## src/hw/rtl/zpf_pkg.sv

```systemverilog
`timescale 1ns / 1ps

package zpf_pkg;

    localparam int MAX_LEN  = 64;
    localparam int PAD_LEN  = 6;
    localparam int WORK_LEN = MAX_LEN + 2 * PAD_LEN;

    localparam int SAMPLE_W = 16;
    localparam int COEF_W   = 18;
    localparam int WORK_W   = 24;
    localparam int CNT_W    = $clog2(MAX_LEN + 1);
    localparam int IDX_W    = $clog2(MAX_LEN);
    localparam int WADDR_W  = $clog2(WORK_LEN);
    localparam int LEN_W    = $clog2(WORK_LEN + 1);
    localparam int PAD_W    = $clog2(PAD_LEN + 1);

    localparam logic [1:0] CFG_B0   = 2'd0;
    localparam logic [1:0] CFG_B1   = 2'd1;
    localparam logic [1:0] CFG_A1   = 2'd2;
    localparam logic [1:0] CFG_INIT = 2'd3;

    localparam logic signed [COEF_W-1:0] B0_RESET   = 18'sd8961;
    localparam logic signed [COEF_W-1:0] B1_RESET   = 18'sd8961;
    localparam logic signed [COEF_W-1:0] A1_RESET   = -18'sd47615;
    localparam logic signed [COEF_W-1:0] INIT_RESET = 18'sd56575;

    // One collected block waiting for the filter engine.
    typedef struct packed {
        logic             bank;
        logic [CNT_W-1:0] n;
        logic             ovf;
    } zpf_desc_t;

    typedef struct packed {
        logic      push;
        logic      pop;
        zpf_desc_t data;
    } zpf_qctl_t;

    typedef struct packed {
        logic      full;
        logic      empty;
        zpf_desc_t head;
    } zpf_qstat_t;

endpackage

```

## src/hw/rtl/zpf_queue.sv

```systemverilog
`timescale 1ns / 1ps

module zpf_queue
    import zpf_pkg::*;
(
    input  logic       clk,
    input  logic       rst_n,
    input  zpf_qctl_t  ctl,
    output zpf_qstat_t stat
);

    zpf_desc_t   slot_reg [2];
    logic        rd_ptr_reg;
    logic        wr_ptr_reg;
    logic [1:0]  count_reg;

    assign stat.full  = (count_reg == 2'd2);
    assign stat.empty = (count_reg == 2'd0);
    assign stat.head  = slot_reg[rd_ptr_reg];

    always_ff @(posedge clk or negedge rst_n)
    begin
        if (!rst_n)
        begin
            rd_ptr_reg <= 1'b0;
            wr_ptr_reg <= 1'b0;
            count_reg  <= 2'd0;
        end
        else
        begin
            if (ctl.push)
            begin
                wr_ptr_reg <= ~wr_ptr_reg;
            end
            if (ctl.pop)
            begin
                rd_ptr_reg <= ~rd_ptr_reg;
            end
            if (ctl.push && !ctl.pop)
            begin
                count_reg <= count_reg + 2'd1;
            end
            else if (ctl.pop && !ctl.push)
            begin
                count_reg <= count_reg - 2'd1;
            end
        end
    end

    always_ff @(posedge clk)
    begin
        if (ctl.push)
        begin
            slot_reg[wr_ptr_reg] <= ctl.data;
        end
    end

`ifndef SYNTHESIS
    a_no_push_full: assert property (@(posedge clk) disable iff (!rst_n)
        ctl.push && stat.full |-> ctl.pop)
        else $error("block queue overrun");
    a_no_pop_empty: assert property (@(posedge clk) disable iff (!rst_n)
        ctl.pop |-> !stat.empty)
        else $error("block queue underrun");
    a_count_bound: assert property (@(posedge clk) disable iff (!rst_n)
        count_reg != 2'd3)
        else $error("block queue count out of range");
`endif

endmodule

```

## config.mk

```make
export PLATFORM = sky130hd
export DESIGN_NAME = zpf_queue
export DESIGN_NICKNAME = d
export VERILOG_FILES = /design/src/hw/rtl/zpf_pkg.sv /design/src/hw/rtl/zpf_queue.sv
export SDC_FILE = /design/constraint.sdc
export NUM_CORES = 1
export LEC_CHECK = 0
export BUFFER_PORTS_ARGS = -buffer_cell sky130_fd_sc_hd__buf_2
export CAP_MARGIN = 10
export CORE_MARGIN = 2
export CORE_UTILIZATION = 44
export DETAILED_ROUTE_END_ITERATION = 6
export PLACE_DENSITY_LB_ADDON = 0.12
export SLEW_MARGIN = 25
export SYNTH_ARGS = -nofsm -noshare
export SYNTH_HDL_FRONTEND = slang
export SYNTH_SLANG_ARGS = --single-unit
```

## constraint.sdc

```tcl
create_clock -name clk -period 1.15 [get_ports clk]
set_input_delay 0.23 -clock clk [delete_from_list [all_inputs] [get_ports clk]]
set_output_delay 0.23 -clock clk [all_outputs]
set_load 0.1 [all_outputs]
```

==> impl_results.md <==
- ANT cells: 0
- Initial cell density of the core: 0.477
- Synthesized area: 842 um2
- Post-route insts no fill: 105
- Avg Cell Area, Syn: 19.1 um2
- Worst skew pair latency: 0.29 ns
- Tot GR Track Use: 0.130
- Setup Skew: 0.00100 ns
- Largest register FFs: 18
- Actual slew at the worst max-slew pin: 0.190 ns
- Yosys warns: 0
- CP Capture Type: output port
- TritonCTS clock tree: built
- Critical path cell sequence: buf_6 -> mux2_4 -> buf_12
- Worst path top cell family by delay: flip-flops
- Share of layout cells above drive strength 1: 0.588
- RSZ-0062 raised after global routing: true
- Post-synthesis cell count: 44
- Routed Wire Length: 1.20 mm
- Buffers on Ports: 23
- Pre-CTS setup slack: -0.110 ns
- Final ANT Viol Nets: 0
- Clock Tree Buf Depth: 2
- Max_cap viols: 0
- Critical Path RT: 0.92 ns
- Placeable Area: 1760 um2
- First-pass GRT wire length: 1.89 mm
- Std cell rows: 15
- Area leader, netlist: edfxtp_1
- Mapped Nets: 58
- Register area share after synthesis: 0.761
- Final period util: 1.38
- Fin crit period: 1.59 ns
- Vias in the first global route: 459
- Synth-to-layout area growth: 54.7%
- Main area contributors after synthesis: edfxtp_1, mux2_2, dfrtp_1
- Fin nets: 95
- Crit path DAT: 1.36 ns
- Clock-pin slew on the worst setup and hold paths: 0.11 ns
- Failing checks: negative setup slack
- Die height: 47.7 um
- Largest net degree at the start of global routing: 13
- WP buf/inv: 2
- Max Fclk: 0.630 GHz
- Final Max Slew Viols: 0
- Hold Violations, Final: 0
- # placed instances: 98
- Via total after detailed routing: 468
- Clk sinks: 22
- CP Max Fanout: 6
- Relative slew slack: 0.873
- Drt first pass iters: 2
- Final WS setup: -0.437 ns
- Die Wd: 47.7 um
- Critical path type: reg -> out
- Startpoint types: flop
- Routability Congestion: 0.575
- Status: complete, but fails checks
- Drt wl/cell: 11.5 um
- Clock H-tree levels: 1
- Root Buffer: clkbuf_4
- Final setup violation count: 11
- Die area: 2280 um2
- Hold crit path type: in -> reg
- Hold Slack: 0.113 ns
- CP max-delay cell: dfrtp_1
- GRT overflow: 0
- CTS Buf Count: 3
- Critical path's largest stage delay: 0.43 ns
- Sum Neg Setup Slack: -4.28 ns
- Antenna violations before repair: 0
- Netlist cell types: 12
- Area share of the largest cell type after synthesis: 0.642
- Synth Register Bits: 22
- Vias/cell: 4.46
- I/O Pins: 24
- Residual DRC: 0
- DR iter-0 viols: 2
cells in the mapped netlist:
| library cell | instances |
|---|---|
| xnor2_1 | 1 |
| xor2_1 | 4 |
| buf_6 | 1 |
| and2b_2 | 1 |
| edfxtp_1 | 18 |
| inv_1 | 1 |
| ha_1 | 1 |
| and2_1 | 1 |
| nor2_1 | 2 |
| mux2_2 | 9 |
| dfrtp_1 | 4 |
| nor2b_1 | 1 |
path summary, 6_finish.rpt:
| path | from | to | slack (ns) | cells past startpoint |
|---|---|---|---|---|
| max | rd_ptr_reg | stat[3] | -0.44 | 3 |
| min | ctl[0] | slot_reg[0][0] | 0.11 | 1 |
| max reg2reg | count_reg[0] | count_reg[1] | 0.10 | 4 |
| min reg2reg | wr_ptr_reg | wr_ptr_reg | 0.51 | 1 |
| max in group asynchronous | rst_n | count_reg[1] | 0.78 | 2 |
| min in group asynchronous | rst_n | wr_ptr_reg | 0.26 | 2 |
placed cells by master, fill, tap and decap left out, types with 3 or more instances in the layout:
| cell type | Yosys | layout |
|---|---|---|
| buf_12 | 0 | 11 |
| buf_2 | 0 | 12 |
| buf_4 | 0 | 6 |
| buf_6 | 1 | 3 |
| clkbuf_4 | 0 | 3 |
| dfrtp_1 | 4 | 4 |
| edfxtp_1 | 18 | 18 |
| mux2_4 | 0 | 9 |
| xor2_1 | 4 | 4 |
metrics by stage:
step | utilization | instance area, um2
3_3_place_gp | 0.703 | 1240
4_1_cts | 0.738 | 1300
5_1_grt | 0.738 | 1300
3_5_place_dp | 0.703 | 1240
2_1_floorplan | - | 887
6_report | 0.738 | 1300
cells by family (layout without fill, tap and decap cells):
group | count (synthesis) | count (layout) | synth area share
xor+xnor | 5 | 5 | 0.0520
fa+ha+maj | 1 | 1 | 0.0149
buf+inv | 2 | 38 | 0.0178
flops | 22 | 22 | 0.761
mux | 9 | 9 | 0.120
simple gates | 5 | 5 | 0.0342
area by class of cell:
type,count,area (um2)
Multi-Input combinational cell,20,231
Sequential cell,22,641
Clock buffer,4,26.3
Timing Repair Buffer,33,369
Tap cell,25,31.3
Inverter,1,3.75
Fill cell,124,462
worst register-to-register path, cell delays in order, from the launching register on:
cell	delay (ns)
dfrtp_1	0.42
buf_4	0.15
xor2_1	0.15
nor2_1	0.11
xor2_1	0.15
metal layers:
layer / share of wire / wire [um] / vias to the layer above / global-route usage
met2: 0.55 / 666 / 17 / 0.229
met1: 0.38 / 457 / 216 / 0.126
met4: 0.012 / 14 / 0 / 0.0811
met3: 0.053 / 64 / 3 / 0.0491
li1: - / - / 232 / -
met5: 0 / 0 / - / 0
timing repair:
item | 4_1_cts | 5_1_grt
pin swaps | 1 | 0
setup endpoints to repair | 11 | 11
setup buffers | 2 | 0
resized for setup | 3 | 0
endpoints found under the hold margin | 4 | 0
hold buffers | 1 | 0
Power is left out: the tool's default activity adds up to more than one toggle a clock period on the data nets, which glitch-free logic cannot reach.
