<file path="src/hw/rtl/zpf_pkg.sv">
`timescale 1ns / 1ps

package zpf_pkg;

    localparam int MAX_LEN  = 64;
    localparam int PAD_LEN  = 6;
    localparam int WORK_LEN = MAX_LEN + 2 * PAD_LEN;

    localparam int SAMPLE_W = 16;
    localparam int COEF_W   = 18;
    localparam int WORK_W   = 24;
    localparam int CNT_W    = $clog2(MAX_LEN + 1);
    localparam int IDX_W    = $clog2(MAX_LEN);
    localparam int WADDR_W  = $clog2(WORK_LEN);
    localparam int LEN_W    = $clog2(WORK_LEN + 1);
    localparam int PAD_W    = $clog2(PAD_LEN + 1);

    localparam logic [1:0] CFG_B0   = 2'd0;
    localparam logic [1:0] CFG_B1   = 2'd1;
    localparam logic [1:0] CFG_A1   = 2'd2;
    localparam logic [1:0] CFG_INIT = 2'd3;

    localparam logic signed [COEF_W-1:0] B0_RESET   = 18'sd8961;
    localparam logic signed [COEF_W-1:0] B1_RESET   = 18'sd8961;
    localparam logic signed [COEF_W-1:0] A1_RESET   = -18'sd47615;
    localparam logic signed [COEF_W-1:0] INIT_RESET = 18'sd56575;

    // One collected block waiting for the filter engine.
    typedef struct packed {
        logic             bank;
        logic [CNT_W-1:0] n;
        logic             ovf;
    } zpf_desc_t;

    typedef struct packed {
        logic      push;
        logic      pop;
        zpf_desc_t data;
    } zpf_qctl_t;

    typedef struct packed {
        logic      full;
        logic      empty;
        zpf_desc_t head;
    } zpf_qstat_t;

endpackage

</file>
<file path="src/hw/rtl/zpf_front.sv">
`timescale 1ns / 1ps

module zpf_front
    import zpf_pkg::*;
(
    input  logic                       clk,
    input  logic                       rst_n,
    input  logic                       in_valid,
    output logic                       in_ready,
    input  logic signed [SAMPLE_W-1:0] sample_in,
    input  logic                       last_in,
    input  logic                       q_full,
    output logic                       q_push,
    output zpf_desc_t                  q_data,
    input  logic [IDX_W:0]             rd_addr,
    output logic signed [SAMPLE_W-1:0] rd_data
);

    // Two banks: one block fills while the engine works on the other.
    logic signed [SAMPLE_W-1:0] mem [2 * MAX_LEN];

    logic             bank_reg;
    logic [CNT_W-1:0] count_reg;
    logic             ovf_reg;
    logic             accept;
    logic             room;
    logic [CNT_W-1:0] count_next;
    logic             ovf_next;

    assign in_ready   = !q_full;
    assign accept     = in_valid && in_ready;
    assign room       = (count_reg < CNT_W'(MAX_LEN));
    assign count_next = room ? count_reg + CNT_W'(1) : count_reg;
    assign ovf_next   = ovf_reg || !room;

    assign q_push      = accept && last_in;
    assign q_data.bank = bank_reg;
    assign q_data.n    = count_next;
    assign q_data.ovf  = ovf_next;

    always_ff @(posedge clk or negedge rst_n)
    begin
        if (!rst_n)
        begin
            bank_reg  <= 1'b0;
            count_reg <= '0;
            ovf_reg   <= 1'b0;
        end
        else if (accept)
        begin
            if (last_in)
            begin
                bank_reg  <= ~bank_reg;
                count_reg <= '0;
                ovf_reg   <= 1'b0;
            end
            else
            begin
                count_reg <= count_next;
                ovf_reg   <= ovf_next;
            end
        end
    end

    always_ff @(posedge clk)
    begin
        if (accept && room)
        begin
            mem[{bank_reg, count_reg[IDX_W-1:0]}] <= sample_in;
        end
        rd_data <= mem[rd_addr];
    end

endmodule

</file>
<file path="config.mk">
export PLATFORM = sky130hd
export DESIGN_NAME = zpf_front
export DESIGN_NICKNAME = d
export VERILOG_FILES = /design/src/hw/rtl/zpf_pkg.sv /design/src/hw/rtl/zpf_front.sv
export SDC_FILE = /design/constraint.sdc
export NUM_CORES = 2
export LEC_CHECK = 0
export BUFFER_PORTS_ARGS = -buffer_cell sky130_fd_sc_hd__buf_2
export CORE_MARGIN = 10
export CORE_UTILIZATION = 50
export CTS_BUF_LIST = sky130_fd_sc_hd__clkbuf_16
export DETAILED_ROUTE_END_ITERATION = 10
export GPL_ROUTABILITY_DRIVEN = 1
export HOLD_SLACK_MARGIN = 0.1
export PLACE_DENSITY_LB_ADDON = 0.25
export RECOVER_POWER = 50
export SLEW_MARGIN = 20
export SYNTH_ARGS = -nofsm -noshare
export SYNTH_HDL_FRONTEND = slang
export SYNTH_SLANG_ARGS = --single-unit
</file>
<file path="constraint.sdc">
create_clock -name clk -period 3.5 [get_ports clk]
set_input_delay 0.875 -clock clk [delete_from_list [all_inputs] [get_ports clk]]
set_output_delay 0.875 -clock clk [all_outputs]
set_load 0.005 [all_outputs]
</file>
==> reports/summary.txt <==
antenna violations before repair - 14
Register Area - 62040 sq um
Post-Synthesis Cells - 3126
hold_buf cts - 1
Avg Inst Size Synth - 25.27 sq um
grt ovf - 0
largest family of logic cells by synthesized area - multiplexers
DR WL/cell - 32.86 um
DIE WIDTH - 417.5 um
fill count - 10700
Max stage delay on crit path - 0.62 ns
Top delay family on crit path - flip-flops
final worst-path cycle share - 0.8895
max reg flops - 2048
PortBufs - 54
crit path buf inv count - 2
DR vias/cell - 6.243
fraction of registers with async set/reset - 0.004342
P&R area growth vs syn - 15.01%
critical path capture point type - primary output
flops & latches, synth - 2073
TNS Setup - 0 ns
adder-cell share of the synthesized area - 0.0001584
Most used DFF post-synth - edfxtp_1
footprint of the multi-input gates - 16190 sq um
simple-gate share of the synthesized area - 0.009029
RSZ-0062 raised after global routing - false
dpl ws - -0.3653 ns
Startpoint Class - register
# rows - 145
most numerous cell in the Yosys netlist - edfxtp_1
EDFF count, synth - 2048
gr usage total - 0.2189
DRT Wirelength - 189200 um
First-pass DRT Iterations - 5
DR DRC count - 0
status - finished, violations left
Synth Net Count - 3155
worst-margin pin slew - 3.157 ns
Yosys cell types - 31
final setup fails - 0
Worst Path Class, Setup - reg2out
Synth Cell Area - 78980 sq um
Critical-path top delay cell - dfrtp_1
clock slew at reported path FFs - 0.06 ns
critical path fanouts, max - 6
Hold Fails Final Rpt - 0
top cells by area, synth - edfxtp_1 78%, mux4_2 19%, nor2_1 0.63%
area fraction in compound gates after synthesis - 0.001046
Initial Util - 0.5045
height of the die - 417.5 um
vias - 35950
skew final - 0.02789 ns
htree depth - 4
Core Util, Final - 0.5802
Cell Chain, Critical Path - clkbuf_1, and3_1, a31o_2, buf_2
leak pwr - 28.67 nW
Clock Path Buffers - 3
synth cell count leaders - 2048 x edfxtp_1, 672 x mux4_2, 133 x nor2_1
largest net degree at the start of global routing - 129
Seq/Total Area, Yosys - 0.7855
synth warn - 0
Peak VDD IR - 0.4072 mV
post-CTS setup buffer count - 0
slew margin rel. - -1.105
first-pass GRT wire length - 274200 um
mux share of post-synthesis cell area - 0.1940
IO Count - 55
max-cap violation count - 16
clock sink total - 2073
Crit path arrival time - 2.24 ns
vias in the first global route - 37000
Final #Nets - 3557
post-route worst setup slack - 0.3868 ns
initial drt markers - 4374
clock latency at the later pin of the worst-skew pair - 0.83 ns
top-area cell type share of the netlist area - 0.7786
Slew Limit Fails - 1128
Max Clk Rate - 321.2 MHz
CTS resizes - 0
failing checks - capacitance limit, slew limit
die area - 174300 sq um
WP data required - 2.62 ns
GP Congestion - 0.8147
clock root buffer - clkbuf_16
CTS buffer count - 200
post-synthesis xor/xnor area fraction - 0.0006653
Core Footprint - 156600 sq um
minimum clock period - 3.113 ns
antenna-violating nets left - 0
worst hold path type - in2reg
layout cell share with drive strength beyond 1 - 0.3576
CTS tree - yes
leading area contributor after synthesis - edfxtp_1
post-DP HPWL - 116600 um
pwr dens - 567.6 nW/um^2
[path summary, 6_finish.rpt]
kind                                           from                  endpoint  cells after the start  slack (ns)
max                        count_reg[5]$_DFFE_PN0N_                 q_data[7]                      4        0.39
min                                         last_in  count_reg[3]$_DFFE_PN0N_                      2        0.29
max reg2reg                count_reg[4]$_DFFE_PN0N_     mem[114][4]$_DFFE_PP_                      5        0.94
min reg2reg                     ovf_reg$_DFFE_PN0N_       ovf_reg$_DFFE_PN0N_                      2        0.59
max in group asynchronous                     rst_n  count_reg[4]$_DFFE_PN0N_                      2        2.64
min in group asynchronous                     rst_n  count_reg[0]$_DFFE_PN0N_                      2        0.52
[where the power goes]
part           total [mW]  internal [mW]  switching [mW]
clock                21.3           12.1            9.14
combinational        2.76           1.15            1.61
sequential           27.5           27.4           0.117
[layout make-up]
type / instances / area share
Inverter: 2 / 0.00008264
Antenna cell: 3 / 0.00008264
Clock inverter: 167 / 0.01554
Tap cell: 2058 / 0.02835
Multi-Input combinational cell: 881 / 0.1782
Clock buffer: 204 / 0.05620
Timing Repair Buffer: 370 / 0.03854
Sequential cell: 2073 / 0.6830
[through the flow]
stage	total power, mW	cell area, sq um	instances	hold slack [ns]
after floorplan	29.35	78980	3126	0.5401
after global placement	30.75	84500	5383	0.5546
after detailed placement	30.83	84500	5383	0.5690
after CTS	51.92	91030	5755	0.2255
after global routing	53.07	90830	5755	0.2565
final	51.56	90840	5758	0.2908
[cells by family after synthesis]
group / after synthesis
flip-flops: 2073
XOR/XNOR: 6
AND/OR/NAND/NOR: 175
buffers and inverters: 172
multiplexers: 689
AO/OA/AOI/OAI: 10
adder cells (fa/ha/maj): 1
[per-layer routing]
metal / global-route usage / wire length (um) / part of all wire
met2: 0.3426 / 91530 / 0.48
met4: 0.07057 / 6230 / 0.033
met5: 0 / 56 / 0.00030
met3: 0.04769 / 16920 / 0.089
met1: 0.3105 / 74470 / 0.39
[layout by cell type, fill, tap and decap left out, drive strengths merged, types with 8 or more instances in the layout]
master,count
buf,332
bufinv,21
clkbuf,241
clkinv,84
clkinvlp,8
dfrtp,9
dfxtp,16
edfxtp,2048
inv,56
mux2,17
mux4,672
nand2,15
nand3,11
nor2,133
No activity file was read; power rests on OpenSTA's default activity.
