$ cat src/hw/rtl/zpf_pkg.sv
`timescale 1ns / 1ps

package zpf_pkg;

    localparam int MAX_LEN  = 64;
    localparam int PAD_LEN  = 6;
    localparam int WORK_LEN = MAX_LEN + 2 * PAD_LEN;

    localparam int SAMPLE_W = 16;
    localparam int COEF_W   = 18;
    localparam int WORK_W   = 24;
    localparam int CNT_W    = $clog2(MAX_LEN + 1);
    localparam int IDX_W    = $clog2(MAX_LEN);
    localparam int WADDR_W  = $clog2(WORK_LEN);
    localparam int LEN_W    = $clog2(WORK_LEN + 1);
    localparam int PAD_W    = $clog2(PAD_LEN + 1);

    localparam logic [1:0] CFG_B0   = 2'd0;
    localparam logic [1:0] CFG_B1   = 2'd1;
    localparam logic [1:0] CFG_A1   = 2'd2;
    localparam logic [1:0] CFG_INIT = 2'd3;

    localparam logic signed [COEF_W-1:0] B0_RESET   = 18'sd8961;
    localparam logic signed [COEF_W-1:0] B1_RESET   = 18'sd8961;
    localparam logic signed [COEF_W-1:0] A1_RESET   = -18'sd47615;
    localparam logic signed [COEF_W-1:0] INIT_RESET = 18'sd56575;

    // One collected block waiting for the filter engine.
    typedef struct packed {
        logic             bank;
        logic [CNT_W-1:0] n;
        logic             ovf;
    } zpf_desc_t;

    typedef struct packed {
        logic      push;
        logic      pop;
        zpf_desc_t data;
    } zpf_qctl_t;

    typedef struct packed {
        logic      full;
        logic      empty;
        zpf_desc_t head;
    } zpf_qstat_t;

endpackage

$ cat src/hw/rtl/zpf_back.sv
`timescale 1ns / 1ps

module zpf_back
    import zpf_pkg::*;
(
    input  logic                       clk,
    input  logic                       rst_n,
    input  logic                       cfg_we,
    input  logic [1:0]                 cfg_index,
    input  logic [COEF_W-1:0]          cfg_data,
    input  zpf_qstat_t                 q_stat,
    output logic                       q_pop,
    output logic [IDX_W:0]             in_addr,
    input  logic signed [SAMPLE_W-1:0] in_data,
    output logic                       out_valid,
    input  logic                       out_ready,
    output logic signed [SAMPLE_W-1:0] sample_out,
    output logic                       last_out,
    output logic                       overflowed
);

    typedef enum logic [3:0] {
        ST_IDLE, ST_LD_X0, ST_LD_XL, ST_LD_XLC, ST_LD_RD, ST_LD_WR,
        ST_F_RD, ST_F_M0, ST_F_M1, ST_F_M2, ST_F_WR, ST_O_RD, ST_O_WAIT, ST_DONE
    } state_t;

    localparam int PROD_W = COEF_W + WORK_W + 1;
    localparam int TERM_W = PROD_W - 16;
    localparam int ACC_W  = TERM_W + 2;

    state_t state_reg;
    logic signed [COEF_W-1:0] b0_reg, b1_reg, a1_reg, init_reg;
    logic [LEN_W-1:0]         k_reg;
    logic                     rev_reg;
    logic signed [SAMPLE_W-1:0] x0_reg, xl_reg;
    logic signed [WORK_W-1:0] x_reg, px_reg, py_reg;
    logic signed [TERM_W-1:0] term_reg;
    logic signed [ACC_W-1:0]  acc_reg;
    logic                     out_valid_reg;
    logic signed [SAMPLE_W-1:0] sample_reg;
    logic                     last_reg;
    logic                     ovf_reg;

    logic signed [WORK_W-1:0] wmem [WORK_LEN];
    logic signed [WORK_W-1:0] wrdata;
    logic                     w_re, w_we;
    logic [WADDR_W-1:0]       w_raddr, w_waddr;
    logic signed [WORK_W-1:0] w_wdata;

    logic [CNT_W-1:0] n;
    logic [PAD_W-1:0] p;
    logic [LEN_W-1:0] len;
    logic             k_first;
    logic [LEN_W-1:0] pidx;
    logic [7:0]       j8, p8, n8, lidx;
    logic             in_pre, in_mid;
    logic signed [WORK_W-1:0] r_e, x0_e, xl_e, lval;

    logic signed [COEF_W-1:0] mul_a;
    logic signed [WORK_W-1:0] mul_b;
    logic signed [PROD_W-1:0] prod;
    logic signed [TERM_W-1:0] rnd;
    logic signed [ACC_W-1:0]  ysum;
    logic signed [WORK_W-1:0] ysat;
    logic signed [SAMPLE_W-1:0] osat;

    assign n       = q_stat.head.n;
    assign p       = (n > CNT_W'(PAD_LEN)) ? PAD_W'(PAD_LEN) : PAD_W'(n - CNT_W'(1));
    assign len     = LEN_W'(n) + LEN_W'({p, 1'b0});
    assign k_first = (k_reg == '0);
    assign pidx    = rev_reg ? len - LEN_W'(1) - k_reg : k_reg;

    // Padded-block index j maps back to a stored sample.
    assign j8     = 8'(k_reg);
    assign p8     = 8'(p);
    assign n8     = 8'(n);
    assign in_pre = (j8 < p8);
    assign in_mid = (j8 < p8 + n8);
    always_comb
    begin
        if (in_pre)
        begin
            lidx = p8 - j8;
        end
        else if (in_mid)
        begin
            lidx = j8 - p8;
        end
        else
        begin
            lidx = (n8 << 1) + p8 - 8'd2 - j8;
        end
    end

    assign r_e  = WORK_W'(in_data);
    assign x0_e = WORK_W'(x0_reg);
    assign xl_e = WORK_W'(xl_reg);
    assign lval = in_pre ? (x0_e <<< 1) - r_e : (in_mid ? r_e : (xl_e <<< 1) - r_e);

    always_comb
    begin
        unique case (state_reg)
            ST_LD_X0: in_addr = {q_stat.head.bank, IDX_W'(0)};
            ST_LD_XL: in_addr = {q_stat.head.bank, IDX_W'(n - CNT_W'(1))};
            default:  in_addr = {q_stat.head.bank, lidx[IDX_W-1:0]};
        endcase
    end

    always_comb
    begin
        unique case (state_reg)
            ST_F_M0:
            begin
                mul_a = b0_reg;
                mul_b = wrdata;
            end
            ST_F_M1:
            begin
                mul_a = k_first ? init_reg : b1_reg;
                mul_b = k_first ? x_reg : px_reg;
            end
            default:
            begin
                mul_a = a1_reg;
                mul_b = py_reg;
            end
        endcase
    end

    // Product rounded to an integer: add one half, then floor shift by 16.
    assign prod = PROD_W'(mul_a) * PROD_W'(mul_b);
    always_comb
    begin
        logic signed [PROD_W-1:0] biased;
        biased = prod + PROD_W'(32768);
        rnd    = biased[PROD_W-1:16];
    end

    assign ysum = acc_reg + ACC_W'(term_reg);
    assign ysat = (ysum > ACC_W'(8388607)) ? 24'sh7FFFFF :
                  (ysum < -ACC_W'(8388608)) ? 24'sh800000 : ysum[WORK_W-1:0];
    assign osat = (wrdata > 24'sd32767) ? 16'sh7FFF :
                  (wrdata < -24'sd32768) ? 16'sh8000 : wrdata[SAMPLE_W-1:0];

    assign w_re    = (state_reg == ST_F_RD) || (state_reg == ST_O_RD);
    assign w_raddr = (state_reg == ST_O_RD) ? WADDR_W'(LEN_W'(p) + k_reg) : WADDR_W'(pidx);
    assign w_we    = (state_reg == ST_LD_WR) || (state_reg == ST_F_WR);
    assign w_waddr = WADDR_W'(pidx);
    assign w_wdata = (state_reg == ST_LD_WR) ? lval : ysat;

    always_ff @(posedge clk)
    begin
        if (w_we)
        begin
            wmem[w_waddr] <= w_wdata;
        end
        if (w_re)
        begin
            wrdata <= wmem[w_raddr];
        end
    end

    assign q_pop      = (state_reg == ST_DONE);
    assign out_valid  = out_valid_reg;
    assign sample_out = sample_reg;
    assign last_out   = last_reg;
    assign overflowed = ovf_reg;

    always_ff @(posedge clk or negedge rst_n)
    begin
        if (!rst_n)
        begin
            state_reg     <= ST_IDLE;
            b0_reg        <= B0_RESET;
            b1_reg        <= B1_RESET;
            a1_reg        <= A1_RESET;
            init_reg      <= INIT_RESET;
            k_reg         <= '0;
            rev_reg       <= 1'b0;
            out_valid_reg <= 1'b0;
        end
        else
        begin
            if (cfg_we)
            begin
                unique case (cfg_index)
                    CFG_B0:   b0_reg   <= cfg_data;
                    CFG_B1:   b1_reg   <= cfg_data;
                    CFG_A1:   a1_reg   <= cfg_data;
                    CFG_INIT: init_reg <= cfg_data;
                    default:  ;
                endcase
            end
            // The result register refills in ST_O_WAIT; elsewhere an accepted request clears it.
            if (out_valid_reg && out_ready && (state_reg != ST_O_WAIT))
            begin
                out_valid_reg <= 1'b0;
            end
            unique case (state_reg)
                ST_IDLE:
                begin
                    k_reg   <= '0;
                    rev_reg <= 1'b0;
                    if (!q_stat.empty)
                    begin
                        state_reg <= ST_LD_X0;
                    end
                end
                ST_LD_X0:  state_reg <= ST_LD_XL;
                ST_LD_XL:
                begin
                    x0_reg    <= in_data;
                    state_reg <= ST_LD_XLC;
                end
                ST_LD_XLC:
                begin
                    xl_reg    <= in_data;
                    state_reg <= ST_LD_RD;
                end
                ST_LD_RD:  state_reg <= ST_LD_WR;
                ST_LD_WR:
                begin
                    if (k_reg == len - LEN_W'(1))
                    begin
                        k_reg     <= '0;
                        state_reg <= ST_F_RD;
                    end
                    else
                    begin
                        k_reg     <= k_reg + LEN_W'(1);
                        state_reg <= ST_LD_RD;
                    end
                end
                ST_F_RD:   state_reg <= ST_F_M0;
                ST_F_M0:
                begin
                    x_reg     <= wrdata;
                    term_reg  <= rnd;
                    acc_reg   <= '0;
                    state_reg <= ST_F_M1;
                end
                ST_F_M1:
                begin
                    term_reg  <= rnd;
                    acc_reg   <= acc_reg + ACC_W'(term_reg);
                    state_reg <= ST_F_M2;
                end
                ST_F_M2:
                begin
                    term_reg  <= k_first ? '0 : -rnd;
                    acc_reg   <= acc_reg + ACC_W'(term_reg);
                    state_reg <= ST_F_WR;
                end
                ST_F_WR:
                begin
                    px_reg <= x_reg;
                    py_reg <= ysat;
                    if (k_reg == len - LEN_W'(1))
                    begin
                        k_reg <= '0;
                        if (rev_reg)
                        begin
                            state_reg <= ST_O_RD;
                        end
                        else
                        begin
                            rev_reg   <= 1'b1;
                            state_reg <= ST_F_RD;
                        end
                    end
                    else
                    begin
                        k_reg     <= k_reg + LEN_W'(1);
                        state_reg <= ST_F_RD;
                    end
                end
                ST_O_RD:   state_reg <= ST_O_WAIT;
                ST_O_WAIT:
                begin
                    if (!out_valid_reg || out_ready)
                    begin
                        out_valid_reg <= 1'b1;
                        sample_reg    <= osat;
                        last_reg      <= (k_reg == LEN_W'(n) - LEN_W'(1));
                        ovf_reg       <= q_stat.head.ovf;
                        if (k_reg == LEN_W'(n) - LEN_W'(1))
                        begin
                            state_reg <= ST_DONE;
                        end
                        else
                        begin
                            k_reg     <= k_reg + LEN_W'(1);
                            state_reg <= ST_O_RD;
                        end
                    end
                end
                ST_DONE:   state_reg <= ST_IDLE;
                default:   state_reg <= ST_IDLE;
            endcase
        end
    end

`ifndef SYNTHESIS
    a_block_nonempty: assert property (@(posedge clk) disable iff (!rst_n)
        !q_stat.empty |-> q_stat.head.n != '0)
        else $error("queued block has no samples");
    a_pass_in_range: assert property (@(posedge clk) disable iff (!rst_n)
        state_reg == ST_F_WR |-> k_reg < len)
        else $error("filter pass index past padded length");
    a_start_after_idle: assert property (@(posedge clk) disable iff (!rst_n)
        state_reg == ST_IDLE && !q_stat.empty |=> state_reg == ST_LD_X0)
        else $error("pending block not started");
`endif

endmodule

$ cat config.mk
export PLATFORM = sky130hd
export DESIGN_NAME = zpf_back
export DESIGN_NICKNAME = d
export VERILOG_FILES = /design/src/hw/rtl/zpf_pkg.sv /design/src/hw/rtl/zpf_back.sv
export SDC_FILE = /design/constraint.sdc
export NUM_CORES = 2
export LEC_CHECK = 0
export BUFFER_PORTS_ARGS = -buffer_cell sky130_fd_sc_hd__buf_2
export CAP_MARGIN = 20
export CORE_ASPECT_RATIO = 1.75
export CORE_MARGIN = 2
export CORE_UTILIZATION = 50
export DETAILED_ROUTE_END_ITERATION = 6
export PLACE_DENSITY = 0.7
export SYNTH_ARGS = -nofsm -noshare
export SYNTH_HDL_FRONTEND = slang
export SYNTH_SLANG_ARGS = --single-unit
$ cat constraint.sdc
create_clock -name clk -period 15.8 [get_ports clk]
set_input_delay 4.74 -clock clk [delete_from_list [all_inputs] [get_ports clk]]
set_output_delay 4.74 -clock clk [all_outputs]
set_load 0.01 [all_outputs]
==> flow_summary.json <==
{
  "run_status": "completed",
  "synth_top_family_by_area": "multiplexers",
  "detail_route.wirelength_microns": 283300,
  "design.final.nets": 7431,
  "max_freq_mhz": 70.87,
  "yosysUniqueCellTypes": 90,
  "number_of_resized_instances_in_the_post_cts_repair_step": 0,
  "pre_cts_slack_ns": 1.697,
  "ys_top_cells_by_count": "sky130_fd_sc_hd__edfxtp_1, sky130_fd_sc_hd__inv_1, sky130_fd_sc_hd__nand2_1",
  "maximum_number_of_pins_on_one_net_before_global_route_repair": 126,
  "syn-mean-instance-area_sq_um": 15.65,
  "globalplace.congestion": 1.007,
  "antenna_left": 0,
  "area_fraction_in_compound_gates_after_synthesis_pct": 5.343,
  "global_route_wire_length_before_repair_microns": 409700,
  "worst-endpoint-arrival_ns": 9.37,
  "synth_nets": 7292,
  "synthCells": 6592,
  "antenna_found_initial": 20,
  "crit_path_start_kind": "primary input",
  "worst_skew_pair.late_latency_ns": 0.86,
  "area_of_the_core_region_sq_mm": 0.2051,
  "yosysSeqAreaShare_pct": 61.07,
  "synthXorXnorAreaFrac_pct": 1.010,
  "min-delay-path-class": "register to register",
  "first_pass_iters": 6,
  "grt_setup_unrepaired": "no",
  "timing.final.max_slew_violations": 0,
  "synth_register_bits": 2111,
  "detailedRoute.firstIterationViolations": 5500,
  "viasPerCell": 6.182,
  "area.growth.synth_to_final_pct": 10.12,
  "cts-buffers-inserted": 186,
  "skew_ns": 0.07422,
  "synth_top_area_share_pct": 58.98,
  "share_of_the_clock_period_used_by_the_worst_path_pct": 89.30,
  "routed_wire_length_per_instance_microns": 29.70,
  "reg_clk_slew_reported_paths_ns": 0.07,
  "ratio_of_cells_with_drive_above_1_in_the_final_layout_pct": 18.07,
  "ios": 78,
  "worst-path-max-fanout": 10,
  "share_of_synthesized_cell_area_in_full_adder_half_adder_and_majority_cells_pct": 11.08,
  "floorplan.rows": 220,
  "final.setup.worst_slack_ns": 1.690,
  "gr-usage-all-layers_pct": 27.09,
  "fp.dieArea_sq_mm": 0.2101,
  "number_of_global_route_vias_before_repair": 60860,
  "clock_tree_from_tritoncts": "yes",
  "clock-sinks": 2111,
  "post-route-drc-count": 0,
  "worstPathRequired_ns": 11.06,
  "synth_ff_type": "sky130_fd_sc_hd__edfxtp_1",
  "max_slew_margin_pct": 14.55,
  "holdBufCountCts": 0,
  "io_buffer_count": 74,
  "largest_reg_flops": 1824,
  "ys_top_cells_by_area": "sky130_fd_sc_hd__edfxtp_1, sky130_fd_sc_hd__mux4_2, sky130_fd_sc_hd__fa_1",
  "dr_total_vias": 58970,
  "netlist_area_sq_mm": 0.1032,
  "h-tree-depth": 4,
  "worst_pin_slew_ns": 1.273,
  "timing.final.setup_violations": 0,
  "min_period_ns": 14.11,
  "die_x_microns": 347.4,
  "ys_warn_count": 0,
  "async_reset_ff_share_pct": 4.027,
  "synthMostInstantiatedCell": "sky130_fd_sc_hd__edfxtp_1",
  "synth_area_leader_cell": "sky130_fd_sc_hd__edfxtp_1",
  "post-cts-setup-buffer-count": 0,
  "max-cap-violations": 0,
  "synth_simple_gate_area_share_pct": 5.759,
  "critical_path.endpoint_type": "output pin",
  "post_synth_mux_area_share_pct": 12.47,
  "start_util_pct": 50.30,
  "gr-total-overflow": 0,
  "dp.final_hpwl_microns": 183500,
  "synth_edf_count": 2026,
  "final_hold_violation_count": 0,
  "die_height_microns": 604.9,
  "ctsRootBufferMaster": "sky130_fd_sc_hd__clkbuf_16",
  "finalSetupTns_ns": 0,
  "cts.path.max_buffers": 4,
  "worstSetupPathType": "primary input to output pin"
}
==> cell usage in the layout, fill, tap and decap left out, types with 26 or more instances in the layout <==
cell	netlist	layout
sky130_fd_sc_hd__a21o_1	37	36
sky130_fd_sc_hd__nor2b_1	106	106
sky130_fd_sc_hd__a211o_1	28	28
sky130_fd_sc_hd__dfstp_2	27	27
sky130_fd_sc_hd__inv_1	564	564
sky130_fd_sc_hd__o211ai_1	41	41
sky130_fd_sc_hd__clkinv_1	0	28
sky130_fd_sc_hd__mux2_2	75	75
sky130_fd_sc_hd__nor2_1	337	259
sky130_fd_sc_hd__clkbuf_1	244	43
sky130_fd_sc_hd__nor2_2	1	72
sky130_fd_sc_hd__o21ai_0	133	117
sky130_fd_sc_hd__clkinv_2	0	33
sky130_fd_sc_hd__edfxtp_1	2026	2026
sky130_fd_sc_hd__ha_1	208	208
sky130_fd_sc_hd__mux2i_1	171	170
sky130_fd_sc_hd__a21oi_1	185	172
sky130_fd_sc_hd__buf_2	49	73
sky130_fd_sc_hd__clkbuf_16	0	187
sky130_fd_sc_hd__nor3_1	37	36
sky130_fd_sc_hd__nand2_1	547	547
sky130_fd_sc_hd__a211oi_1	140	140
sky130_fd_sc_hd__buf_4	2	182
sky130_fd_sc_hd__and2_1	65	64
sky130_fd_sc_hd__xor2_1	28	28
sky130_fd_sc_hd__fa_1	441	441
sky130_fd_sc_hd__mux4_2	456	456
sky130_fd_sc_hd__dfrtp_1	58	58
sky130_fd_sc_hd__a22oi_1	44	36
sky130_fd_sc_hd__o21a_1	52	52
sky130_fd_sc_hd__nand2b_1	30	30
sky130_fd_sc_hd__xnor2_1	91	91
sky130_fd_sc_hd__a311oi_1	26	26
sky130_fd_sc_hd__nand3_1	65	64
==> metrics by stage <==
stage	hold WS (ns)	util, %	std cells	instance area (sq um)
6_report	0.4568	55.39	9538	113600
5_1_grt	0.4569	55.39	9536	113600
4_1_cts	0.4538	55.37	9528	113500
3_5_place_dp	0.4375	52.58	9205	107800
3_3_place_gp	0.4292	52.57	9203	107800
2_1_floorplan	0.4260	-	6592	103200
==> cell families (layout without fill, tap and decap cells) <==
logic type               after synthesis  count (layout)
flip-flops                          2111            2111
AND/OR/NAND/NOR                     1298            1298
buffers and inverters                879            1153
AO/OA/AOI/OAI                        831             831
multiplexers                         705             705
adder cells (fa/ha/maj)              649             649
XOR/XNOR                             119             119
other                                  0               8
==> cell type report <==
type	count	area (sq um)
fillers	15850	91480
clock buffers	232	4868
diodes	8	20.02
inverters	564	2117
flip-flops and latches	2111	63000
well taps	2664	3333
repair buffers	266	1954
clock inverters	91	837.1
multi-input cells	3602	37460
==> worst paths after layout <==
path,startpoint,to,slack [ns],cells past startpoint
worst max-delay path,q_stat[3],in_addr[5],1.69,20
worst min-delay path,x_reg[20],px_reg[20],0.46,0
worst max register to register,k_reg[1],term_reg[26],3.06,31
worst min register to register,x_reg[20],px_reg[20],0.46,0
max in group asynchronous,rst_n,b0_reg[16],10.62,2
min in group asynchronous,rst_n,out_valid,3.89,1
==> per-layer routing <==
metal,GRT usage (%),routed length [microns],vias up
met3,4.013,18350,903
met5,0,49,-
li1,-,-,24840
met2,46.56,144000,2711
met4,22.75,28290,8
met1,29.64,92550,30510
==> worst max-delay path: stages <==
cell                        delay [ns]
sky130_fd_sc_hd__buf_2            0.16
sky130_fd_sc_hd__a211o_1          0.30
sky130_fd_sc_hd__a21boi_0         0.36
sky130_fd_sc_hd__nor2_1           0.13
sky130_fd_sc_hd__or2_2            0.37
sky130_fd_sc_hd__ha_1             0.32
sky130_fd_sc_hd__a31oi_1          0.16
sky130_fd_sc_hd__nor3_1           0.45
sky130_fd_sc_hd__xnor2_1          0.12
sky130_fd_sc_hd__ha_1             0.29
sky130_fd_sc_hd__o21ai_0          0.07
sky130_fd_sc_hd__nand2b_1         0.08
sky130_fd_sc_hd__a21oi_1          0.09
sky130_fd_sc_hd__a221oi_4         0.45
sky130_fd_sc_hd__mux2_2           0.41
sky130_fd_sc_hd__o21ai_0          0.07
sky130_fd_sc_hd__o311ai_0         0.14
sky130_fd_sc_hd__o2bb2ai_1        0.16
sky130_fd_sc_hd__o21ai_0          0.25
sky130_fd_sc_hd__buf_2            0.24
Power is left out: the tool's default activity adds up to more than one toggle a clock period on the data nets, which glitch-free logic cannot reach.
